## config.mk

```make
export PLATFORM = sky130hd
export DESIGN_NAME = rds_group_decoder_core
export DESIGN_NICKNAME = d
export VERILOG_FILES = /design/src/rtl/core/rdsgd_pkg.sv /design/src/rtl/core/rdsgd_text_mem.sv /design/src/rtl/core/rdsgd_out_stage.sv /design/src/rtl/core/rds_group_decoder_core.sv
export SDC_FILE = /design/constraint.sdc
export NUM_CORES = 2
export LEC_CHECK = 0
export ABC_AREA = 1
export BUFFER_PORTS_ARGS = -buffer_cell sky130_fd_sc_hd__buf_4
export CORE_MARGIN = 2
export CORE_UTILIZATION = 66
export DETAILED_ROUTE_END_ITERATION = 10
export GPL_ROUTABILITY_DRIVEN = 1
export PLACE_DENSITY_LB_ADDON = 0.1
export SETUP_SLACK_MARGIN = 0.05
export SLEW_MARGIN = 20
export SYNTH_ARGS = -nofsm -noshare
export SYNTH_HDL_FRONTEND = slang
export SYNTH_SLANG_ARGS = --single-unit
```

## constraint.sdc

```tcl
create_clock -name clk -period 13.4 [get_ports clk]
set_input_delay 2.01 -clock clk [delete_from_list [all_inputs] [get_ports clk]]
set_output_delay 2.01 -clock clk [all_outputs]
set_load 0.01 [all_outputs]
```

## src/rtl/core/rdsgd_pkg.sv

```systemverilog
// ----------------------------------------------------------------------------
// rdsgd_pkg
// shared types and constants of the rds group decoder
// ----------------------------------------------------------------------------
package rdsgd_pkg;

    localparam int PS_LEN = 8;
    localparam int POS_W  = 7;

    localparam logic [7:0] CHAR_CR = 8'h0D;

    localparam logic [3:0] GTYPE_BASIC = 4'd0;
    localparam logic [3:0] GTYPE_RT    = 4'd2;
    localparam logic [3:0] GTYPE_EON   = 4'd14;
    localparam logic [3:0] GTYPE_FAST  = 4'd15;

    localparam logic [2:0] KIND_STATUS = 3'd0;
    localparam logic [2:0] KIND_PTY    = 3'd1;
    localparam logic [2:0] KIND_TA     = 3'd2;
    localparam logic [2:0] KIND_PS     = 3'd3;
    localparam logic [2:0] KIND_RT     = 3'd4;

    typedef enum logic [3:0] {
        S_CLR,
        S_IDLE,
        S_STAT,
        S_PTY,
        S_DISP,
        S_TA,
        S_PS_WR,
        S_PS_CMP,
        S_PS_EMIT,
        S_RT_WR,
        S_RT_CMP,
        S_RT_RD,
        S_RT_CAP,
        S_RT_OUT,
        S_FIN
    } rdsgd_state_t;

    typedef struct packed {
        logic [2:0]  kind;
        logic [15:0] prog_ident;
        logic        traffic_program;
        logic        music_speech;
        logic [5:0]  char_offset;
        logic [7:0]  char0;
        logic [7:0]  char1;
        logic [7:0]  char2;
        logic [7:0]  char3;
        logic [2:0]  chars_valid;
    } rdsgd_res_t;

    typedef struct packed {
        logic emit;
        logic finish;
    } rdsgd_ost_ctl_t;

    typedef struct packed {
        logic can_emit;
        logic slot_free;
    } rdsgd_ost_sts_t;

    typedef struct packed {
        logic             clear;
        logic             asm_we;
        logic             ver;
        logic             ab;
        logic [POS_W-1:0] wpos;
        logic [7:0]       wdata;
        logic [POS_W-1:0] rpos;
        logic             shown_we;
        logic [POS_W-1:0] spos;
    } rdsgd_mem_req_t;

endpackage

```

## src/rtl/core/rdsgd_text_mem.sv

```systemverilog
// ----------------------------------------------------------------------------
// rdsgd_text_mem
// radiotext assembly and shown-text memories with registered reads
// ----------------------------------------------------------------------------
module rdsgd_text_mem #(
    parameter int RT_A_LEN = 64,
    parameter int RT_B_LEN = 32
) (
    input  logic                    clk,
    input  rdsgd_pkg::rdsgd_mem_req_t req,
    output logic [7:0]              asm_rdata,
    output logic [7:0]              shown_rdata
);
    import rdsgd_pkg::*;

    localparam int RTA_DEPTH = 2 * RT_A_LEN;
    localparam int RTA_AW    = $clog2(RTA_DEPTH);
    localparam int RSA_AW    = $clog2(RT_A_LEN);
    localparam int RB_AW     = $clog2(RT_B_LEN);

    logic [7:0] rta_mem [RTA_DEPTH];
    logic [7:0] rsa_mem [RT_A_LEN];
    logic [7:0] rtb_mem [RT_B_LEN];
    logic [7:0] rsb_mem [RT_B_LEN];

    logic [7:0] a_rd_reg, sa_rd_reg, b_rd_reg, sb_rd_reg;
    logic [RTA_AW-1:0] wa_addr, ra_addr;
    logic a_in, b_in;

    // two halves of the a-text store, one per text a/b flag
    assign wa_addr = req.ab ? RTA_AW'(req.wpos) + RTA_AW'(RT_A_LEN) : RTA_AW'(req.wpos);
    assign ra_addr = req.ab ? RTA_AW'(req.rpos) + RTA_AW'(RT_A_LEN) : RTA_AW'(req.rpos);
    assign a_in    = req.wpos < POS_W'(RT_A_LEN);
    assign b_in    = req.wpos < POS_W'(RT_B_LEN);

    always_ff @(posedge clk)
    begin
        if (req.clear)
        begin
            if (a_in)
            begin
                rta_mem[wa_addr]               <= 8'h00;
                rsa_mem[req.wpos[RSA_AW-1:0]]  <= 8'h00;
            end
            if (b_in)
            begin
                rtb_mem[req.wpos[RB_AW-1:0]] <= 8'h00;
                rsb_mem[req.wpos[RB_AW-1:0]] <= 8'h00;
            end
        end
        else
        begin
            if (req.asm_we && !req.ver && a_in)
                rta_mem[wa_addr] <= req.wdata;
            if (req.asm_we && req.ver && b_in)
                rtb_mem[req.wpos[RB_AW-1:0]] <= req.wdata;
            // copy of the assembly byte read in the previous cycle
            if (req.shown_we && !req.ver)
                rsa_mem[req.spos[RSA_AW-1:0]] <= a_rd_reg;
            if (req.shown_we && req.ver)
                rsb_mem[req.spos[RB_AW-1:0]] <= b_rd_reg;
        end
        a_rd_reg  <= rta_mem[ra_addr];
        sa_rd_reg <= rsa_mem[req.rpos[RSA_AW-1:0]];
        b_rd_reg  <= rtb_mem[req.rpos[RB_AW-1:0]];
        sb_rd_reg <= rsb_mem[req.rpos[RB_AW-1:0]];
    end

    assign asm_rdata   = req.ver ? b_rd_reg  : a_rd_reg;
    assign shown_rdata = req.ver ? sb_rd_reg : sa_rd_reg;

endmodule

```

## src/rtl/core/rdsgd_out_stage.sv

```systemverilog
// ----------------------------------------------------------------------------
// rdsgd_out_stage
// one-word hold stage that marks the final word, then the output register
// ----------------------------------------------------------------------------
module rdsgd_out_stage (
    input  logic                    clk,
    input  logic                    rst_n,
    input  rdsgd_pkg::rdsgd_ost_ctl_t ctl,
    input  rdsgd_pkg::rdsgd_res_t     word,
    output rdsgd_pkg::rdsgd_ost_sts_t sts,
    output logic                    m_tvalid,
    input  logic                    m_tready,
    output logic [63:0]             m_tdata,  // prog_ident, traffic_program, music_speech,
                                              // char_offset, char0..char3, chars_valid, zeros
    output logic [2:0]              m_tuser,  // kind
    output logic                    m_tlast   // last
);
    import rdsgd_pkg::*;

    rdsgd_res_t hold_reg, out_reg;
    logic       hold_v_reg, out_v_reg, out_last_reg;
    logic       slot_free, can_emit;

    assign slot_free = !out_v_reg || m_tready;
    assign can_emit  = !hold_v_reg || slot_free;
    assign sts       = '{can_emit: can_emit, slot_free: slot_free};

    always_ff @(posedge clk or negedge rst_n)
    begin
        if (!rst_n)
        begin
            hold_reg     <= '0;
            out_reg      <= '0;
            hold_v_reg   <= 1'b0;
            out_v_reg    <= 1'b0;
            out_last_reg <= 1'b0;
        end
        else
        begin
            if (ctl.emit && can_emit)
            begin
                hold_reg   <= word;
                hold_v_reg <= 1'b1;
                if (hold_v_reg)
                begin
                    out_reg      <= hold_reg;
                    out_last_reg <= 1'b0;
                    out_v_reg    <= 1'b1;
                end
                else if (m_tready)
                    out_v_reg <= 1'b0;
            end
            else if (ctl.finish && slot_free && hold_v_reg)
            begin
                out_reg      <= hold_reg;
                out_last_reg <= 1'b1;
                out_v_reg    <= 1'b1;
                hold_v_reg   <= 1'b0;
            end
            else if (m_tready)
                out_v_reg <= 1'b0;
        end
    end

    assign m_tvalid = out_v_reg;
    assign m_tuser  = out_reg.kind;
    assign m_tlast  = out_last_reg;
    assign m_tdata  = {5'b0, out_reg.chars_valid, out_reg.char3, out_reg.char2,
                       out_reg.char1, out_reg.char0, out_reg.char_offset,
                       out_reg.music_speech, out_reg.traffic_program, out_reg.prog_ident};

endmodule

```

## src/rtl/core/rds_group_decoder_core.sv

```systemverilog
// ----------------------------------------------------------------------------
// rds_group_decoder_core
// decodes one rds group per input word into status, event and text words
// ----------------------------------------------------------------------------
// each input word is one group (blocks a to d). the block answers with a
// status word, then a pty change and a ta change word where due, then the ps
// name in two 4-char words when a completed name differs from the one last
// shown, and radiotext in words of one to 4 chars when a terminated text
// differs from the one last shown; tlast marks the final word of a group.
// one small sequencer walks every group while s_tready is low. the single
// read port of the text memories sets the radiotext steps: one compare per
// cycle, then one read and one capture per character sent. after reset a
// clearing pass over both halves of the text memories zeroes them before
// the first group is taken.
// ----------------------------------------------------------------------------
module rds_group_decoder_core #(
    parameter int RT_A_LEN = 64,
    parameter int RT_B_LEN = 32
) (
    input  logic        clk,
    input  logic        rst_n,
    input  logic        s_tvalid,
    output logic        s_tready,
    input  logic [63:0] s_tdata,   // block_a, block_b, block_c, block_d
    output logic        m_tvalid,
    input  logic        m_tready,
    output logic [63:0] m_tdata,   // prog_ident, traffic_program, music_speech,
                                   // char_offset, char0..char3, chars_valid, zeros
    output logic [2:0]  m_tuser,   // kind
    output logic        m_tlast    // last
);
    import rdsgd_pkg::*;

    localparam int MAX_LEN = (RT_A_LEN > RT_B_LEN) ? RT_A_LEN : RT_B_LEN;

    rdsgd_state_t state_reg, state_next;

    // group word and decoder state
    logic [15:0] b_reg, c_reg, d_reg;
    logic [15:0] last_pi_reg;
    logic [4:0]  last_pty_reg;
    logic        tp_reg, ms_reg, ta_active_reg, pty_chg_reg, ta_on_reg, clr_ab_reg;
    logic [2:0]  ps_seg_cnt_reg;
    logic [4:0]  rt_seg_cnt_reg;
    logic [PS_LEN-1:0][7:0] ps_asm_reg [2];
    logic [PS_LEN-1:0][7:0] ps_shown_reg;

    // radiotext walk
    logic [POS_W-1:0] idx_reg, len_reg, cmp_pos_reg;
    logic             ended_reg, diff_reg, rd_pend_reg;
    logic [3:0][7:0]  chunk_reg;

    rdsgd_res_t     word;
    rdsgd_ost_ctl_t ost_ctl;
    rdsgd_ost_sts_t ost_sts;
    rdsgd_mem_req_t mreq;
    logic [7:0]     asm_rdata, shown_rdata;

    logic        accept;
    logic [3:0]  gtype;
    logic        ver;
    logic [1:0]  ps_seg;
    logic [3:0]  rt_seg;
    logic [2:0]  ps_cnt_eff;
    logic [4:0]  rt_cnt_eff;
    logic        ps_ok, rt_ok;
    logic [POS_W-1:0] rt_pos, rt_lim, cap_last, rt_base;
    logic [7:0]  rt_byte;
    logic        rt_in, rt_term, rt_last_i;
    logic [2:0]  rt_valid;
    logic [2:0]  ps_base;

    assign accept = s_tvalid && s_tready;
    assign gtype  = b_reg[15:12];
    assign ver    = b_reg[11];
    assign ps_seg = b_reg[1:0];
    assign rt_seg = b_reg[3:0];

    // segment zero restarts assembly; other segments must match the count
    assign ps_cnt_eff = (ps_seg == 2'd0) ? 3'd0 : ps_seg_cnt_reg;
    assign rt_cnt_eff = (rt_seg == 4'd0) ? 5'd0 : rt_seg_cnt_reg;
    assign ps_ok      = (ps_seg == 2'd0) || (ps_cnt_eff == {1'b0, ps_seg});
    assign rt_ok      = (rt_seg == 4'd0) || (rt_cnt_eff == {1'b0, rt_seg});

    // radiotext byte under the write walk
    always_comb
    begin
        if (!ver)
        begin
            rt_pos = {1'b0, rt_seg, idx_reg[1:0]};
            rt_lim = POS_W'(RT_A_LEN);
            unique case (idx_reg[1:0])
                2'd0:    rt_byte = c_reg[15:8];
                2'd1:    rt_byte = c_reg[7:0];
                2'd2:    rt_byte = d_reg[15:8];
                default: rt_byte = d_reg[7:0];
            endcase
            rt_last_i = (idx_reg[1:0] == 2'd3);
        end
        else
        begin
            rt_pos    = {2'b0, rt_seg, idx_reg[0]};
            rt_lim    = POS_W'(RT_B_LEN);
            rt_byte   = idx_reg[0] ? d_reg[7:0] : d_reg[15:8];
            rt_last_i = idx_reg[0];
        end
    end

    assign rt_in   = rt_pos < rt_lim;
    // only the first terminator of a group ends the text
    assign rt_term = rt_in && !ended_reg &&
                     ((rt_byte == CHAR_CR) || (rt_pos == rt_lim - POS_W'(1)));

    assign cap_last = idx_reg - POS_W'(1);
    assign rt_base  = {cap_last[POS_W-1:2], 2'b00};
    assign rt_valid = 3'(idx_reg - rt_base);
    assign ps_base  = {idx_reg[0], 2'b00};

    // sequencer: next state, emitted word, memory requests
    always_comb
    begin
        state_next = state_reg;
        ost_ctl    = '0;
        mreq       = '0;
        mreq.ver   = ver;
        mreq.ab    = b_reg[4];
        word                 = '0;
        word.prog_ident      = last_pi_reg;
        word.traffic_program = tp_reg;
        word.music_speech    = ms_reg;
        word.chars_valid     = 3'd1;

        unique case (state_reg)
            S_CLR:
            begin
                mreq.clear = 1'b1;
                mreq.ab    = clr_ab_reg;
                mreq.wpos  = idx_reg;
                if (idx_reg == POS_W'(MAX_LEN - 1) && clr_ab_reg)
                    state_next = S_IDLE;
            end
            S_IDLE:
            begin
                if (accept)
                    state_next = S_STAT;
            end
            S_STAT:
            begin
                ost_ctl.emit = 1'b1;
                word.kind    = KIND_STATUS;
                word.char0   = {3'b0, last_pty_reg};
                if (ost_sts.can_emit)
                    state_next = pty_chg_reg ? S_PTY : S_DISP;
            end
            S_PTY:
            begin
                ost_ctl.emit = 1'b1;
                word.kind    = KIND_PTY;
                word.char0   = {3'b0, last_pty_reg};
                if (ost_sts.can_emit)
                    state_next = S_DISP;
            end
            S_DISP:
            begin
                priority if (gtype == GTYPE_BASIC)
                    state_next = ps_ok ? S_TA : S_FIN;
                else if (gtype == GTYPE_RT)
                    state_next = rt_ok ? S_RT_WR : S_FIN;
                else if (gtype == GTYPE_EON && ver)
                    state_next = S_TA;
                else
                    state_next = S_FIN;
            end
            S_TA:
            begin
                word.kind  = KIND_TA;
                word.char0 = {7'b0, ta_on_reg};
                if (ta_on_reg != ta_active_reg)
                begin
                    ost_ctl.emit = 1'b1;
                    if (ost_sts.can_emit)
                        state_next = (gtype == GTYPE_BASIC) ? S_PS_WR : S_FIN;
                end
                else
                    state_next = (gtype == GTYPE_BASIC) ? S_PS_WR : S_FIN;
            end
            S_PS_WR:
            begin
                state_next = (ps_seg == 2'd3) ? S_PS_CMP : S_FIN;
            end
            S_PS_CMP:
            begin
                state_next = (ps_asm_reg[ver] != ps_shown_reg) ? S_PS_EMIT : S_FIN;
            end
            S_PS_EMIT:
            begin
                ost_ctl.emit     = 1'b1;
                word.kind        = KIND_PS;
                word.char_offset = {3'b0, ps_base};
                word.char0       = ps_shown_reg[ps_base];
                word.char1       = ps_shown_reg[ps_base + 3'd1];
                word.char2       = ps_shown_reg[ps_base + 3'd2];
                word.char3       = ps_shown_reg[ps_base + 3'd3];
                word.chars_valid = 3'd4;
                if (ost_sts.can_emit && idx_reg[0])
                    state_next = S_FIN;
            end
            S_RT_WR:
            begin
                mreq.asm_we = rt_in;
                mreq.wpos   = rt_pos;
                mreq.wdata  = rt_byte;
                if (rt_last_i)
                    state_next = (ended_reg || rt_term) ? S_RT_CMP : S_FIN;
            end
            S_RT_CMP:
            begin
                mreq.rpos     = idx_reg;
                mreq.shown_we = rd_pend_reg;
                mreq.spos     = cmp_pos_reg;
                if (idx_reg == len_reg && !rd_pend_reg)
                    state_next = diff_reg ? S_RT_RD : S_FIN;
            end
            S_RT_RD:
            begin
                mreq.rpos  = idx_reg;
                state_next = S_RT_CAP;
            end
            S_RT_CAP:
            begin
                mreq.rpos = idx_reg;
                if (idx_reg[1:0] == 2'd3 || idx_reg + POS_W'(1) == len_reg)
                    state_next = S_RT_OUT;
                else
                    state_next = S_RT_RD;
            end
            S_RT_OUT:
            begin
                ost_ctl.emit     = 1'b1;
                word.kind        = KIND_RT;
                word.char_offset = rt_base[5:0];
                word.char0       = chunk_reg[0];
                word.char1       = chunk_reg[1];
                word.char2       = chunk_reg[2];
                word.char3       = chunk_reg[3];
                word.chars_valid = rt_valid;
                if (ost_sts.can_emit)
                    state_next = (idx_reg == len_reg) ? S_FIN : S_RT_RD;
            end
            S_FIN:
            begin
                ost_ctl.finish = 1'b1;
                if (ost_sts.slot_free)
                    state_next = S_IDLE;
            end
            default:
            begin
                state_next = S_IDLE;
            end
        endcase
    end

    assign s_tready = (state_reg == S_IDLE);

    always_ff @(posedge clk or negedge rst_n)
    begin
        if (!rst_n)
            state_reg <= S_CLR;
        else
            state_reg <= state_next;
    end

    // datapath registers stepped by the sequencer
    always_ff @(posedge clk or negedge rst_n)
    begin
        if (!rst_n)
        begin
            b_reg          <= '0;
            c_reg          <= '0;
            d_reg          <= '0;
            last_pi_reg    <= '0;
            last_pty_reg   <= '0;
            tp_reg         <= 1'b0;
            ms_reg         <= 1'b0;
            ta_active_reg  <= 1'b0;
            pty_chg_reg    <= 1'b0;
            ta_on_reg      <= 1'b0;
            clr_ab_reg     <= 1'b0;
            ps_seg_cnt_reg <= '0;
            rt_seg_cnt_reg <= '0;
            ps_asm_reg[0]  <= '0;
            ps_asm_reg[1]  <= '0;
            ps_shown_reg   <= '0;
            idx_reg        <= '0;
            len_reg        <= '0;
            cmp_pos_reg    <= '0;
            ended_reg      <= 1'b0;
            diff_reg       <= 1'b0;
            rd_pend_reg    <= 1'b0;
            chunk_reg      <= '0;
        end
        else
        begin
            unique case (state_reg)
                S_CLR:
                begin
                    if (idx_reg == POS_W'(MAX_LEN - 1))
                    begin
                        idx_reg    <= '0;
                        clr_ab_reg <= 1'b1;
                    end
                    else
                        idx_reg <= idx_reg + POS_W'(1);
                end
                S_IDLE:
                begin
                    if (accept)
                    begin
                        last_pi_reg  <= s_tdata[15:0];
                        b_reg        <= s_tdata[31:16];
                        c_reg        <= s_tdata[47:32];
                        d_reg        <= s_tdata[63:48];
                        pty_chg_reg  <= (s_tdata[25:21] != last_pty_reg);
                        last_pty_reg <= s_tdata[25:21];
                        tp_reg       <= s_tdata[26];
                        // ms only from groups 0a, 0b and 15b
                        if (s_tdata[31:28] == GTYPE_BASIC ||
                            (s_tdata[31:28] == GTYPE_FAST && s_tdata[27]))
                            ms_reg <= s_tdata[19];
                    end
                end
                S_DISP:
                begin
                    priority if (gtype == GTYPE_BASIC)
                    begin
                        ps_seg_cnt_reg <= ps_cnt_eff;
                        ta_on_reg      <= b_reg[4] && b_reg[10];
                    end
                    else if (gtype == GTYPE_RT)
                    begin
                        rt_seg_cnt_reg <= rt_cnt_eff;
                        idx_reg        <= '0;
                        len_reg        <= '0;
                        ended_reg      <= 1'b0;
                    end
                    else
                        ta_on_reg <= (b_reg[4:3] == 2'b11);
                end
                S_TA:
                begin
                    if (ost_sts.can_emit)
                        ta_active_reg <= ta_on_reg;
                end
                S_PS_WR:
                begin
                    ps_asm_reg[ver][{ps_seg, 1'b0}] <= d_reg[15:8];
                    ps_asm_reg[ver][{ps_seg, 1'b1}] <= d_reg[7:0];
                    ps_seg_cnt_reg <= ps_seg_cnt_reg + 3'd1;
                end
                S_PS_CMP:
                begin
                    ps_shown_reg <= ps_asm_reg[ver];
                    idx_reg      <= '0;
                end
                S_PS_EMIT:
                begin
                    if (ost_sts.can_emit)
                        idx_reg <= idx_reg + POS_W'(1);
                end
                S_RT_WR:
                begin
                    if (rt_term)
                    begin
                        ended_reg <= 1'b1;
                        len_reg   <= rt_pos + POS_W'(1);
                    end
                    if (rt_last_i)
                    begin
                        rt_seg_cnt_reg <= rt_seg_cnt_reg + 5'd1;
                        idx_reg        <= '0;
                        diff_reg       <= 1'b0;
                        rd_pend_reg    <= 1'b0;
                    end
                    else
                        idx_reg <= idx_reg + POS_W'(1);
                end
                S_RT_CMP:
                begin
                    // compare and copy one byte behind the read address
                    rd_pend_reg <= (idx_reg < len_reg);
                    cmp_pos_reg <= idx_reg;
                    if (idx_reg < len_reg)
                        idx_reg <= idx_reg + POS_W'(1);
                    if (rd_pend_reg && (asm_rdata != shown_rdata))
                        diff_reg <= 1'b1;
                    if (idx_reg == len_reg && !rd_pend_reg)
                    begin
                        idx_reg   <= '0;
                        chunk_reg <= '0;
                    end
                end
                S_RT_CAP:
                begin
                    chunk_reg[idx_reg[1:0]] <= asm_rdata;
                    idx_reg                 <= idx_reg + POS_W'(1);
                end
                S_RT_OUT:
                begin
                    if (ost_sts.can_emit)
                        chunk_reg <= '0;
                end
                default:
                begin
                end
            endcase
        end
    end

    rdsgd_text_mem #(
        .RT_A_LEN (RT_A_LEN),
        .RT_B_LEN (RT_B_LEN)
    ) u_mem (
        .clk         (clk),
        .req         (mreq),
        .asm_rdata   (asm_rdata),
        .shown_rdata (shown_rdata)
    );

    rdsgd_out_stage u_out (
        .clk      (clk),
        .rst_n    (rst_n),
        .ctl      (ost_ctl),
        .word     (word),
        .sts      (ost_sts),
        .m_tvalid (m_tvalid),
        .m_tready (m_tready),
        .m_tdata  (m_tdata),
        .m_tuser  (m_tuser),
        .m_tlast  (m_tlast)
    );

    // an accepted group always starts with its status word
    assert property (@(posedge clk) disable iff (!rst_n)
        accept |=> state_reg == S_STAT)
        else $error("group accepted without status step");

    // a text chunk carries one to four characters
    assert property (@(posedge clk) disable iff (!rst_n)
        state_reg == S_RT_OUT |-> (rt_valid != 3'd0 && rt_valid <= 3'd4))
        else $error("radiotext chunk size out of range");

    // compare walk never runs past the terminated length
    assert property (@(posedge clk) disable iff (!rst_n)
        state_reg == S_RT_CMP |-> (idx_reg <= len_reg && len_reg != '0))
        else $error("radiotext compare index beyond length");

    // the hold stage is drained once a group has ended
    assert property (@(posedge clk) disable iff (!rst_n)
        (state_reg == S_FIN && ost_sts.slot_free) |=> !ost_sts.can_emit == 1'b0)
        else $error("hold stage not drained at end of group");

endmodule
```

[Yosys cells after proc, flatten, opt, wreduce, memory -nomap -nowiden]
Memories as Yosys holds them, arrays and structs flattened. A register that Yosys moved wholly into a read port is not among the register bits.
Cells that the tools add are included.
Operators by class
  $add $sub $neg: 12
  order comparisons: 16
  equal/unequal tests: 52
  muxes and demuxes: 142
  bitwise logic cells: 3
  reductions and logical operators: 67
Operators with widths (count)
  $bwmux 128: 2
  $mux 64: 4
  $mux 62: 3
  $mux 8: 18
  $demux 64 s1: 2
  $pmux 32 s3: 1
  $mux 7: 12
  $bmux 8 s3: 3
  $mux 4: 17
  $mux 32: 2
  $ne 64x64->1: 1
  $pmux 4 s15: 1
  $mux 56: 1
  $pmux 27 s2: 1
  $pmux 7 s7: 1
  $demux 8 s2: 3
  $mux 1: 42
  $eq 4x4->1 const B: 9
  $bwmux 32: 1
  $pmux 8 s4: 1
  $pmux 7 s2: 2
  $mux 3: 9
  $mux 5: 5
  $lt 3x4->1 const B: 6
  59 further kinds: 145
Storage, ports and cells
  bits in registers: 462
  memory bits (writable): 2048
  input bits: 68
  output and inout port bits: 70
  memories kept: 4
Memory list
  u_mem.rta_mem: depth 128, bits a word 8, read ports 1, clocked after Yosys merged registers in 1, write ports 1, RTL line rdsgd_text_mem.sv:21  | logic [7:0] rta_mem [RTA_DEPTH];
  u_mem.rsa_mem: depth 64, bits a word 8, read ports 1, clocked after Yosys merged registers in 1, write ports 1, RTL line rdsgd_text_mem.sv:22  | logic [7:0] rsa_mem [RT_A_LEN];
  u_mem.rsb_mem: depth 32, bits a word 8, read ports 1, clocked after Yosys merged registers in 1, write ports 1, RTL line rdsgd_text_mem.sv:24  | logic [7:0] rsb_mem [RT_B_LEN];
  u_mem.rtb_mem: depth 32, bits a word 8, read ports 1, clocked after Yosys merged registers in 1, write ports 1, RTL line rdsgd_text_mem.sv:23  | logic [7:0] rtb_mem [RT_B_LEN];

[Depth between registers and ports, before layout]
  depth after elaboration: 10
  gate-level depth with buffers: 19
  mapped depth without buffers: 16

[By module]
A second synthesis with hierarchy kept.
Second synthesis, totals
  cell total of the unflattened synthesis: 9622
  area total of the unflattened synthesis: 105582.5 um^2
By module, submodules not included
  rdsgd_text_mem: times used 1, cells an instance 6944, area an instance 84143.2 um^2, sequential area each 62139.6 um^2
  rds_group_decoder_core: times used 1, cells an instance 2195, area an instance 16672.2 um^2, sequential area each 8232.9 um^2
  rdsgd_out_stage: times used 1, cells an instance 483, area an instance 4767.1 um^2, sequential area each 3178.0 um^2

[Worst setup path before layout]
Ideal clock, no wire load.
  path type: reg2reg
  start: register idx_reg[0]
  end: memory u_mem.rta_mem[0][6] (data pin)
  library setup time: 0.796 ns
  arrival time: 4.808 ns
  path slack: 7.796 ns
  cell stages (with the launch flop): 10
  path through: dfrtp_1 buf_2 clkinv_1 clkbuf_1 ha_1 clkbuf_1 nand2_1 nand3_1 a21oi_1 nor2_1
Between the ends
  word-level cells in the longest chain between the ends: 9
  elaborated cells on any way between the ends: 18
  those cells by class: order compare (2); eq/ne (2); mux (11); reduce/logical (3)
Ends and longest elaborated chain
  start, declared: RTL line rds_group_decoder_core.sv:49  | logic [POS_W-1:0] idx_reg, len_reg, cmp_pos_reg;
  start signal, assigned: RTL line rds_group_decoder_core.sv:313  | idx_reg <= idx_reg + POS_W'(1);
  start signal, assigned: RTL line rds_group_decoder_core.sv:368  | idx_reg <= idx_reg + POS_W'(1);
  start signal, assigned: RTL line rds_group_decoder_core.sv:385  | idx_reg <= idx_reg + POS_W'(1);
  $mux 6: RTL line rds_group_decoder_core.sv:88  | if (!ver)
  $lt 7x7->1: RTL line rds_group_decoder_core.sv:109  | assign rt_in = rt_pos < rt_lim;
  $mux 1: RTL line rds_group_decoder_core.sv:133  | unique case (state_reg)
  $logic_and 1x1->1 (2 in a row): RTL line rdsgd_text_mem.sv:53  | if (req.asm_we && !req.ver && a_in)
  $mux 1: RTL line rdsgd_text_mem.sv:53
  $mux 1: RTL line rdsgd_text_mem.sv:38  | if (req.clear)
  $mux 1 (implied by the code): RTL line rdsgd_text_mem.sv:54  | rta_mem[wa_addr] <= req.wdata;
  $mux 8 (no line) (*)
  end, declared: RTL line rdsgd_text_mem.sv:21
Every way passes the cells marked *; elsewhere a longest branch is shown, timed or not.

[Worst setup path in the final report]
  start: register state_reg[2]
  end: register u_mem.sb_rd_reg[6] (read register of u_mem.rsb_mem)
Between the ends
  word-level cells in the longest chain between the ends: 3
  elaborated cells on any way between the ends: 5
  those cells by class: eq/ne (3); mux (1); reduce/logical (1)
Ends and longest elaborated chain
  start, declared: RTL line rds_group_decoder_core.sv:36  | rdsgd_state_t state_reg, state_next;
  start signal, assigned: RTL line rds_group_decoder_core.sv:270  | state_reg <= state_next;
  $eq 4x4->1: RTL line rds_group_decoder_core.sv:133
  $reduce_or 3->1 (no line) (*)
  $mux 7 (*): RTL line rds_group_decoder_core.sv:133
  end, declared: RTL line rdsgd_text_mem.sv:26  | logic [7:0] a_rd_reg, sa_rd_reg, b_rd_reg, sb_rd_reg;
Marked as above.
A chain may end at the register's enable or synchronous reset.

==> metrics.log <==
[metrics] status: finished, final reports clean
[metrics] kind of critical path: flop to flop
[metrics] fraction of layout cells with a size suffix above 1: 11.2%
[metrics] Floorplan Core Area: 164000 um^2
[metrics] arrival time of the worst setup path: 6520 ps
[metrics] leakage component of the power: 45.5 nW
[metrics] final non-filler cell total: 12000
[metrics] H-tree levels: 5
[metrics] fraction of synthesized area in multiplexers: 0.635%
[metrics] number of max-capacitance violations reported: 0
[metrics] total via count in the routed design: 75600
[metrics] post-route minimum period: 5680 ps
[metrics] distinct cell type count after synthesis: 51
[metrics] Seq/Total Area, Yosys: 67.4%
[metrics] number of failing hold endpoints at the final stage: 0
[metrics] clock buffer count from CTS: 275
[metrics] warnings from Yosys: 0
[metrics] Detail Route Antenna Nets: 0
[metrics] total of flip-flops plus latches after synthesis: between 2000 and 3000
[metrics] data required time at the worst endpoint: 14230 ps
[metrics] power density normalized to cell area: roughly 190 nW/um^2
[metrics] root buf cell: sky130_fd_sc_hd__clkbuf_16
[metrics] CTS Sinks: 2531
[metrics] synthesis-to-layout area growth: 9.64%
[metrics] DRC violation total after the first TritonRoute iteration: 10700
[metrics] CP Buf/Inv Count: 4
[metrics] Final Worst Setup Slack: 7720 ps
[metrics] length in cells of the worst reg-to-reg path: 12
[metrics] number of rows in the core area: 149
[metrics] Final TNS setup: 0 ps
[metrics] mean area per synthesized cell: 11.2 um^2
[metrics] drt drc: 0
[metrics] startpoint class of the critical path: flop
[metrics] dominant combinational cell family by area after synthesis: simple AND/OR/NAND/NOR gates
[metrics] number of flip-flops in the largest register: between 1000 and 1500
[metrics] hold slack: 474 ps
[metrics] compound-cell area share of the yosys netlist: 6.87%
[metrics] Die W: 410 um
[metrics] count of nets after finishing: 9690
[metrics] routability congestion estimate: 0.927
[metrics] effective utilization at floorplan: 66.2%
[metrics] utilization after layout: between 70% and 80%
[metrics] area share of xor/xnor cells in the synthesized design: less than 1%
[metrics] delay contributed by the slowest stage of the critical path: ~940 ps
[metrics] worst-path cell chain: inv_1 > nand3_1 > nand2_8 > nand2_4 > inv_8 > buf_4 > buf_4 > o211ai_1 > nand3_1 > nand3_1 > nand2_1 > o21a_1
[metrics] DP Area: roughly 110000 um^2
[metrics] Max Clk Rate: 176 MHz
[metrics] post-DR vias/cell: 6.31
[metrics] Layout fillers: 11200
[metrics] largest clock skew in the final design: between 40 and 50 ps
[metrics] max-slew violation count: 0
[metrics] area used by multi-input combinational logic: ~30000 um^2
[metrics] worst vdd ir: 174 uV
[metrics] Crit Path Max Fanout: roughly 130
[metrics] TritonCTS clock tree: done
[metrics] clock transition time at the flip-flop clock pins of the worst setup and hold paths: 60 ps
[metrics] Syn Inst Count: approximately 9700
[metrics] total wire length: 292000 um
[metrics] instance count on the critical path: 12
[metrics] count of TritonRoute iterations in the first routing pass: 7
[metrics] number of global-route vias before repair: 71500
[metrics] number of placed instances, taps included: 11500
[metrics] Die Span Y: between 400 and 500 um
[metrics] arithmetic-cell share of the synthesized area counting full adders, half adders and majority gates: 0.172%
[metrics] RSZ-0062 raised after global routing: no
[metrics] number of gates resized after CTS: 0
[metrics] count of hold-fix buffers inserted at cts: 0
[metrics] port buffer count: 130
[metrics] half-perimeter wire length of the detailed placement result: 169000 um
[metrics] library cell appearing most often on the critical path: sky130_fd_sc_hd__nand3_1
[metrics] final worst path period share: between 40% and 50%
[metrics] synthesized-area fraction occupied by and/or/nand/nor cells: 19.3%
[metrics] Setup Viol. Count Final: 0
[metrics] aggregate global routing overflow: 0
[metrics] worst hold stages: 2
[metrics] area of the mapped netlist: 109000 um^2
[metrics] type of the worst min-delay path: flop to flop
[metrics] number of I/O pins: between 100 and 150
[metrics] post-layout total power: 23.2 mW
[metrics] DP Worst Slack: 7880 ps
[metrics] maximum number of pins on one net before global-route repair: approximately 220
[metrics] first-pass GRT wire length: 441000 um
[metrics] register with the most flip-flops: u_mem.rta_mem
[metrics] Avg WL per Cell: 24.4 um
[metrics] postcts setup bufs: 0
[metrics] global routing usage summed across all routing layers: 34.5%
[metrics] register area: 73400 um^2
[metrics] full die area: 168000 um^2
[metrics] Worst path slowest cell: sky130_fd_sc_hd__buf_4
[metrics] slew at the pin with the worst max-slew slack: between 1000 and 1500 ps
[metrics] Non-Filler Cell Area, Final: 119000 um^2
[metrics] Max clock buf depth: 4
[metrics] antenna violations before repair: 6
[metrics] type of element capturing the critical path: flop
[metrics] Slew HR: 18.0%
[metrics] cell class contributing the biggest share of worst-path delay: buffers and inverters
[metrics] Worst-Skew Late Latency: about 940 ps
[worst register-to-register path, delay by kind of cell (launching register included)]
kind	cells	cell delay (ps)
AO/OA/AOI/OAI	2	440
buffers and inverters	4	2950
flip-flops	1	440
AND/OR/NAND/NOR	6	1790
[logic make-up after synthesis]
logic type | Yosys count
xor gates and xnor gates | 50
DFF | 2531
AOI/OAI and AO/OA | 1179
adders and majority gates | 15
muxes | 62
and+or+nand+nor | 4435
buffers and inverters | 1443
other | 1
[worst paths after layout]
| check | from | end | slack, ps |
|---|---|---|---|
| max | state_reg[2]$_DFFE_PN0P_ | u_mem.sb_rd_reg[6]$_DFF_P_ | 7720 |
| min | last_pi_reg[13]$_DFFE_PN0P_ | u_out.hold_reg[56]$_DFFE_PN0P_ | 470 |
| max reg2reg | state_reg[2]$_DFFE_PN0P_ | u_mem.sb_rd_reg[6]$_DFF_P_ | 7720 |
| min reg2reg | last_pi_reg[13]$_DFFE_PN0P_ | u_out.hold_reg[56]$_DFFE_PN0P_ | 470 |
| max in group asynchronous | rst_n | b_reg[11]$_DFFE_PN0P_ | 9800 |
| min in group asynchronous | rst_n | u_out.hold_reg[13]$_DFFE_PN0P_ | 1170 |
[layer usage]
metal | routed length (um) | track usage, %
met1 | 116000 | 49.8
met4 | 11300 | 12.7
met5 | 40 | 0
met2 | 133000 | 51.9
met3 | 31800 | 7.86
[power by group]
| part | internal (mW) | total, mW | switching (mW) |
|---|---|---|---|
| logic | 1.80 | 6.38 | 4.58 |
| registers | 9.29 | 9.76 | 0.468 |
| clock network | 4.07 | 7.04 | 2.97 |
[placed cells by master, fill, tap and decap left out, types with 6 or more instances in the layout]
cell	netlist	layout
sky130_fd_sc_hd__nor2_1	588	564
sky130_fd_sc_hd__bufinv_16	0	7
sky130_fd_sc_hd__dfxtp_1	32	32
sky130_fd_sc_hd__o2111ai_1	24	24
sky130_fd_sc_hd__xor2_1	39	39
sky130_fd_sc_hd__inv_4	0	7
sky130_fd_sc_hd__a31oi_1	8	8
sky130_fd_sc_hd__ha_1	15	15
sky130_fd_sc_hd__or2_0	6	6
sky130_fd_sc_hd__conb_1	1	7
sky130_fd_sc_hd__edfxtp_1	2048	2048
sky130_fd_sc_hd__buf_4	14	213
sky130_fd_sc_hd__o21a_1	17	17
sky130_fd_sc_hd__o21ai_0	453	450
sky130_fd_sc_hd__or2_2	373	373
sky130_fd_sc_hd__clkbuf_16	0	279
sky130_fd_sc_hd__nor3_2	6	7
sky130_fd_sc_hd__or2_1	170	170
sky130_fd_sc_hd__clkinv_1	5	35
sky130_fd_sc_hd__clkinv_2	0	33
sky130_fd_sc_hd__mux2_2	57	57
sky130_fd_sc_hd__nand3b_1	277	277
sky130_fd_sc_hd__inv_1	806	793
sky130_fd_sc_hd__clkbuf_8	0	23
sky130_fd_sc_hd__inv_2	14	18
sky130_fd_sc_hd__buf_12	0	7
sky130_fd_sc_hd__a21oi_1	74	74
sky130_fd_sc_hd__o22ai_1	66	66
sky130_fd_sc_hd__clkinvlp_4	0	6
sky130_fd_sc_hd__o211ai_1	526	526
sky130_fd_sc_hd__clkbuf_1	395	76
sky130_fd_sc_hd__nand4_1	13	13
sky130_fd_sc_hd__nand2_2	2	7
sky130_fd_sc_hd__nand3_1	1464	1463
sky130_fd_sc_hd__dfrtp_1	451	449
sky130_fd_sc_hd__xnor2_1	11	10
sky130_fd_sc_hd__nor2_4	3	20
sky130_fd_sc_hd__nor2_2	4	11
sky130_fd_sc_hd__nand2_1	1514	1507
[synth_stat cells, drive strengths merged]
master	count	area share, %
o221ai	1	0.0080
edfxtp	2048	56
nand3	1465	6.7
and2	1	0.0057
xnor2	11	0.088
xor2	39	0.31
nor2	595	2.1
inv	820	2.8
dfrtp	451	10
mux2	57	0.59
mux2i	5	0.046
clkbuf	395	1.4
o2111ai	24	0.19
or2	549	3.2
nand3b	277	1.9
a211oi	1	0.0069
a21oi	75	0.35
nand2	1520	5.3
clkinv	5	0.017
a221oi	1	0.0080
buf	223	0.97
o31ai	2	0.018
a31oi	8	0.046
o21a	17	0.12
o211ai	526	3.6
nor3	12	0.083
nor4	1	0.0057
o311ai	1	0.0080
nand4	13	0.075
o22ai	68	0.40
ha	15	0.17
dfxtp	32	0.59
conb	1	0.0034
o21ai	455	2.1
nor3b	2	0.014
[area by class of cell]
class / instances / area share, %
clock buffers: 378 / 6.35
flip-flops and latches: 2531 / 61.5
multi-input cells: 5748 / 25.2
inverters: 825 / 2.62
diodes: 2 / 0.00419
well taps: 2189 / 2.29
repair buffers: 226 / 1.54
clock inverters: 82 / 0.490
Note: power is estimated with default switching activity, not from simulation.
